### src/rtl/circle_box_collision_resolver_core_defines.svh
// assertion macros for the circle box collision resolver
// used by the top level only, no other dependencies
`ifndef CIRCLE_BOX_COLLISION_RESOLVER_CORE_DEFINES_SVH
`define CIRCLE_BOX_COLLISION_RESOLVER_CORE_DEFINES_SVH

// same-cycle implication
`define CBCR_ASSERT_IMP(label, clk, rst_n, ante, cons, msg) \
	label: assert property (@(posedge clk) disable iff (!rst_n) (ante) |-> (cons)) \
		else $error(msg);

// next-cycle implication
`define CBCR_ASSERT_NXT(label, clk, rst_n, ante, cons, msg) \
	label: assert property (@(posedge clk) disable iff (!rst_n) (ante) |=> (cons)) \
		else $error(msg);

`endif

### src/rtl/cbcr_ram.sv
// generic single write port ram with registered read
// no dependencies
`default_nettype none
module cbcr_ram #(
	parameter int WIDTH = 8,
	parameter int DEPTH = 16,
	parameter int AW    = (DEPTH > 1) ? $clog2(DEPTH) : 1
) (
	input  wire logic             clk,
	input  wire logic             wr_en,
	input  wire logic [AW-1:0]    wr_addr,
	input  wire logic [WIDTH-1:0] wr_data,
	input  wire logic [AW-1:0]    rd_addr,
	output logic      [WIDTH-1:0] rd_data
);
	logic [WIDTH-1:0] mem [DEPTH];

	always_ff @(posedge clk) begin
		if (wr_en) begin
			mem[wr_addr] <= wr_data;
		end
		rd_data <= mem[rd_addr];
	end
endmodule
`default_nettype wire

### config.mk
export PLATFORM = sky130hd
export DESIGN_NAME = cbcr_ram
export DESIGN_NICKNAME = d
export VERILOG_FILES = /design/src/rtl/circle_box_collision_resolver_core_defines.svh /design/src/rtl/cbcr_ram.sv
export SDC_FILE = /design/constraint.sdc
export NUM_CORES = 1
export LEC_CHECK = 0
export ABC_AREA = 1
export BUFFER_PORTS_ARGS = -buffer_cell sky130_fd_sc_hd__buf_2
export CAP_MARGIN = 20
export CORE_AREA = 2 2 142 144
export CTS_CLUSTER_DIAMETER = 120
export DETAILED_ROUTE_END_ITERATION = 7
export DIE_AREA = 0 0 144 146
export GPL_TIMING_DRIVEN = 0
export PLACE_DENSITY = 0.51
export SLEW_MARGIN = 20
export SYNTH_ARGS = -nofsm -noshare
export SYNTH_HDL_FRONTEND = slang
export SYNTH_SLANG_ARGS = --single-unit
### constraint.sdc
create_clock -name clk -period 1.7 [get_ports clk]
set_clock_uncertainty 0.15 [all_clocks]
set_input_delay 0.17 -clock clk [delete_from_list [all_inputs] [get_ports clk]]
set_output_delay 0.17 -clock clk [all_outputs]
set_load 0.01 [all_outputs]
=== Word-level counts from Yosys, hierarchy flattened ===
Memories as Yosys holds them, arrays and structs flattened. A register that Yosys moved wholly into a read port is not among the register bits.
Cells that the tools add are included.

* Bits of input ports: 18
* Flip-flop bits (word level): 0
* Output and inout port bits: 8
* Memories kept: 1
* Logic and storage cells: 3
* Memory bits (writable): 128

{| class="wikitable"
|+ Memory list
! name !! depth !! bits a word !! rd ports !! clocked after memory_dff !! write ports !! RTL line !! RTL
|-
| mem || 16 || 8 || 1 || 1 || 1 || cbcr_ram.sv:16 || <nowiki>logic [WIDTH-1:0] mem [DEPTH];</nowiki>
|}

* Multiplexer cells: 2

{| class="wikitable"
|+ Operators with widths
! operator !! count
|-
| 1-bit two-way mux || 2
|}

=== Logic depth before layout (Yosys ltp) ===
* Depth in word-level cells: 2
* Gate-level depth with buffers: 8

=== Least setup slack after synthesis ===
OpenSTA, ideal clock, no wires.

* Path type: in2reg
* From: input port wr_addr[2]
* To: memory mem[10][0] (enable)
* Required time: 1.180 ns
* Cell stages on the path: 2
* Slack: 0.429 ns
* Arrival time: 0.751 ns
* Setup time: 0.370 ns
* Buffers on the path: 0
* Path through: nand3b_1 -> nor2_1

{| class="wikitable"
|+ RTL lines
! element !! RTL line !! RTL
|-
| from (decl) || cbcr_ram.sv:11 || <nowiki>input wire logic [AW-1:0] wr_addr,</nowiki>
|-
| to (decl) || cbcr_ram.sv:16 ||
|}

Straight into the memory's write port.

=== Final worst setup path ===
* From: input port wr_addr[1]
* To: memory mem[12][3] (enable)

Straight into the memory's write port.

==> metrics.csv <==
metric,value,unit
post-CTS setup buffer count,0,
post-layout minimum cycle time,1.43,ns
post-synthesis area per instance,10.5,µm²
Port Buffers,22,
synthesis-to-finish area growth,18.4,%
crit path capture type,flip-flop,
post-CTS resize count,0,
num ports,26,
all-layer global routing usage,14.7,%
setup violators final,0,
arrival time worst endpoint,1.32,ns
global route total overflow,0,
Synth cell types,12,
routed vias/inst,4.36,
"flops & latches, synth",136,
global-route wire length before repair,22.3,mm
ordered list of cells on the worst path,buf_2 -> inv_1 -> nand2_1 -> nor2_1,
crit-path max FO,8,
clk_lat worst skew,0.42,ns
Final Util,35.3,%
DP Area,0.00621,mm²
CP max-delay cell,nor2_1,
Worst Path Buf+Inv,2,
Pleak,0.00292,µW
Clock Sinks,136,
cell area after layout,0.00683,mm²
HP Class,in -> reg,
clock buffer depth,2,
DR iter-0 viols,369,
starting density of the core,29.8,%
total wire length,14.5,mm
Final Slew Violations,0,
Sw Ratio,20.5,%
Core ar.,0.0193,mm²
Post-DP HPWL,9.75,mm
DRC viols,0,
outcome,finished clean,
Clock power frac,47.7,%
critical path launch point type,input port,
Worst EP required,1.58,ns
die height,146,µm
Max Fclk,0.698,GHz
Internal,6480,µW
Combinational Power Share,6.1,%
Critical Path Max Stage Delay,0.81,ns
Max-Cap Viols,0,
"delay-heaviest family, CP",simple AND/OR/NAND/NOR gates,
slew margin rel.,32.9,%
layout cells sized above 1,12.2,%
pin count of the biggest net entering global routing,17,
syn nets,569,
Yosys warnings,0,
final hold violations,0,
Filler cells,1933,
CTS tree,yes,
sequential fraction of design power,46.2,%
setup TNS,0,ns
via count,3789,
Final Wtd Congestion,0.850,
initial antenna violation count,0,
PwrDens,1190,mW/mm²
hold buffer count at CTS,0,
die area,0.0210,mm²
row cnt,51,
die width,144,µm
register clock-pin slew on the reported worst setup and hold paths,0.05,ns
detailed-route wire length per cell,16.6,µm
RSZ-0062 raised after global routing,no,
vias in the first global route,3731,
Max IR drop VDD,0.680,mV
Nets,610,
ANT cells,0,
gate count of the mapped netlist,551,
worst slew pin tran,1.00,ns
sequential area share after synthesis,69.4,%
WS Path Type,in -> reg,
ANT nets after route,0,
drt pass-1 iters,4,
"Period Utilization, post-route",84.3,%
# H-tree levels,4,
clk root buf,clkbuf_16,
cell area after synthesis,0.00577,mm²
CTS Buf Count,17,
sw power,1670,µW
-- path summary, 6_finish.rpt --
path,cells after the start,end,from,slack [ns]
max,4,mem[12][3],wr_addr[1],0.27
min,1,mem[2][4],wr_data[4],0.01
max reg2reg,6,rd_data[0],mem[0][0],0.50
min reg2reg,6,rd_data[5],mem[13][5],0.56
-- synthesized netlist by cell type (all sizes together) --
library cell	count	area [µm²]
buf	24	166
dfxtp	8	160
edfxtp	128	3840
inv	102	383
nand2	173	649
nand3	97	485
nand3b	2	15.0
nor2	17	63.8
-- through the flow --
stage,hold slack (ns),total power (µW),cells,worst slack [ns]
finish,0.0146,8150,870,0.266
global route,0.0252,8420,870,0.188
CTS,0.00664,8210,870,0.237
detailed placement,0.419,4340,838,-0.202
global placement,0.421,4330,838,-0.147
floorplan,0.119,4110,551,0.429
-- power by group through the flow --
stage          registers, µW  clock network, µW  logic, µW
3_5_place_dp            3840                  0        501
6_report                3770               3880        497
3_3_place_gp            3840                  0        493
5_1_grt                 3770               4090        556
2_1_floorplan           3850                  0        264
4_1_cts                 3770               3930        505
-- kinds of logic (layout without fill, tap and decap cells) --
family,count (synthesis),count (layout),share of synthesized area (%)
DFF,136,136,69.4
and+or+nand+nor,289,289,21.0
buffers and inverters,126,180,9.52
-- layout make-up --
type                    count  area [µm²]  share of cell area [%]
plain buffers              24         166                    2.44
clock buffers              22         444                    6.51
clock inverters            10         175                    2.57
inverters                 102         383                    5.61
multi-input cells         289        1210                    17.8
flip-flops and latches    136        4000                    58.6
well taps                 265         332                    4.86
repair buffers             22         110                    1.61
-- metal layers --
metal / track usage [%] / routed length (µm) / vias up
met2: 22.0 / 6480 / 130
met4: 5.00 / 255 / 0
met1: 20.6 / 6770 / 1787
li1: - / - / 1854
met3: 3.72 / 967 / 18
met5: 0 / 0 / -
-- cell usage in the layout (no fill, tap or decap) --
| cell type | n |
|---|---|
| bufinv_16 | 5 |
| buf_1 | 1 |
| nor2_1 | 17 |
| buf_4 | 4 |
| inv_1 | 100 |
| nand2_1 | 173 |
| buf_6 | 6 |
| dfxtp_1 | 8 |
| nand3_1 | 97 |
| clkbuf_1 | 5 |
| inv_2 | 2 |
| edfxtp_1 | 128 |
| buf_2 | 35 |
| clkinv_2 | 5 |
| clkbuf_16 | 17 |
| nand3b_1 | 2 |
-- flip-flops by register name, indices dropped and copies added, names as in the netlist --
name,count
mem,128
rd_data,8
-- worst register-to-register path, delay by kind of cell, from the launching register on --
kind          cells  cell delay (ns)
flops             1             0.36
buf+inv           1             0.07
simple gates      5             0.51
Note: power is estimated with default switching activity, not from simulation.
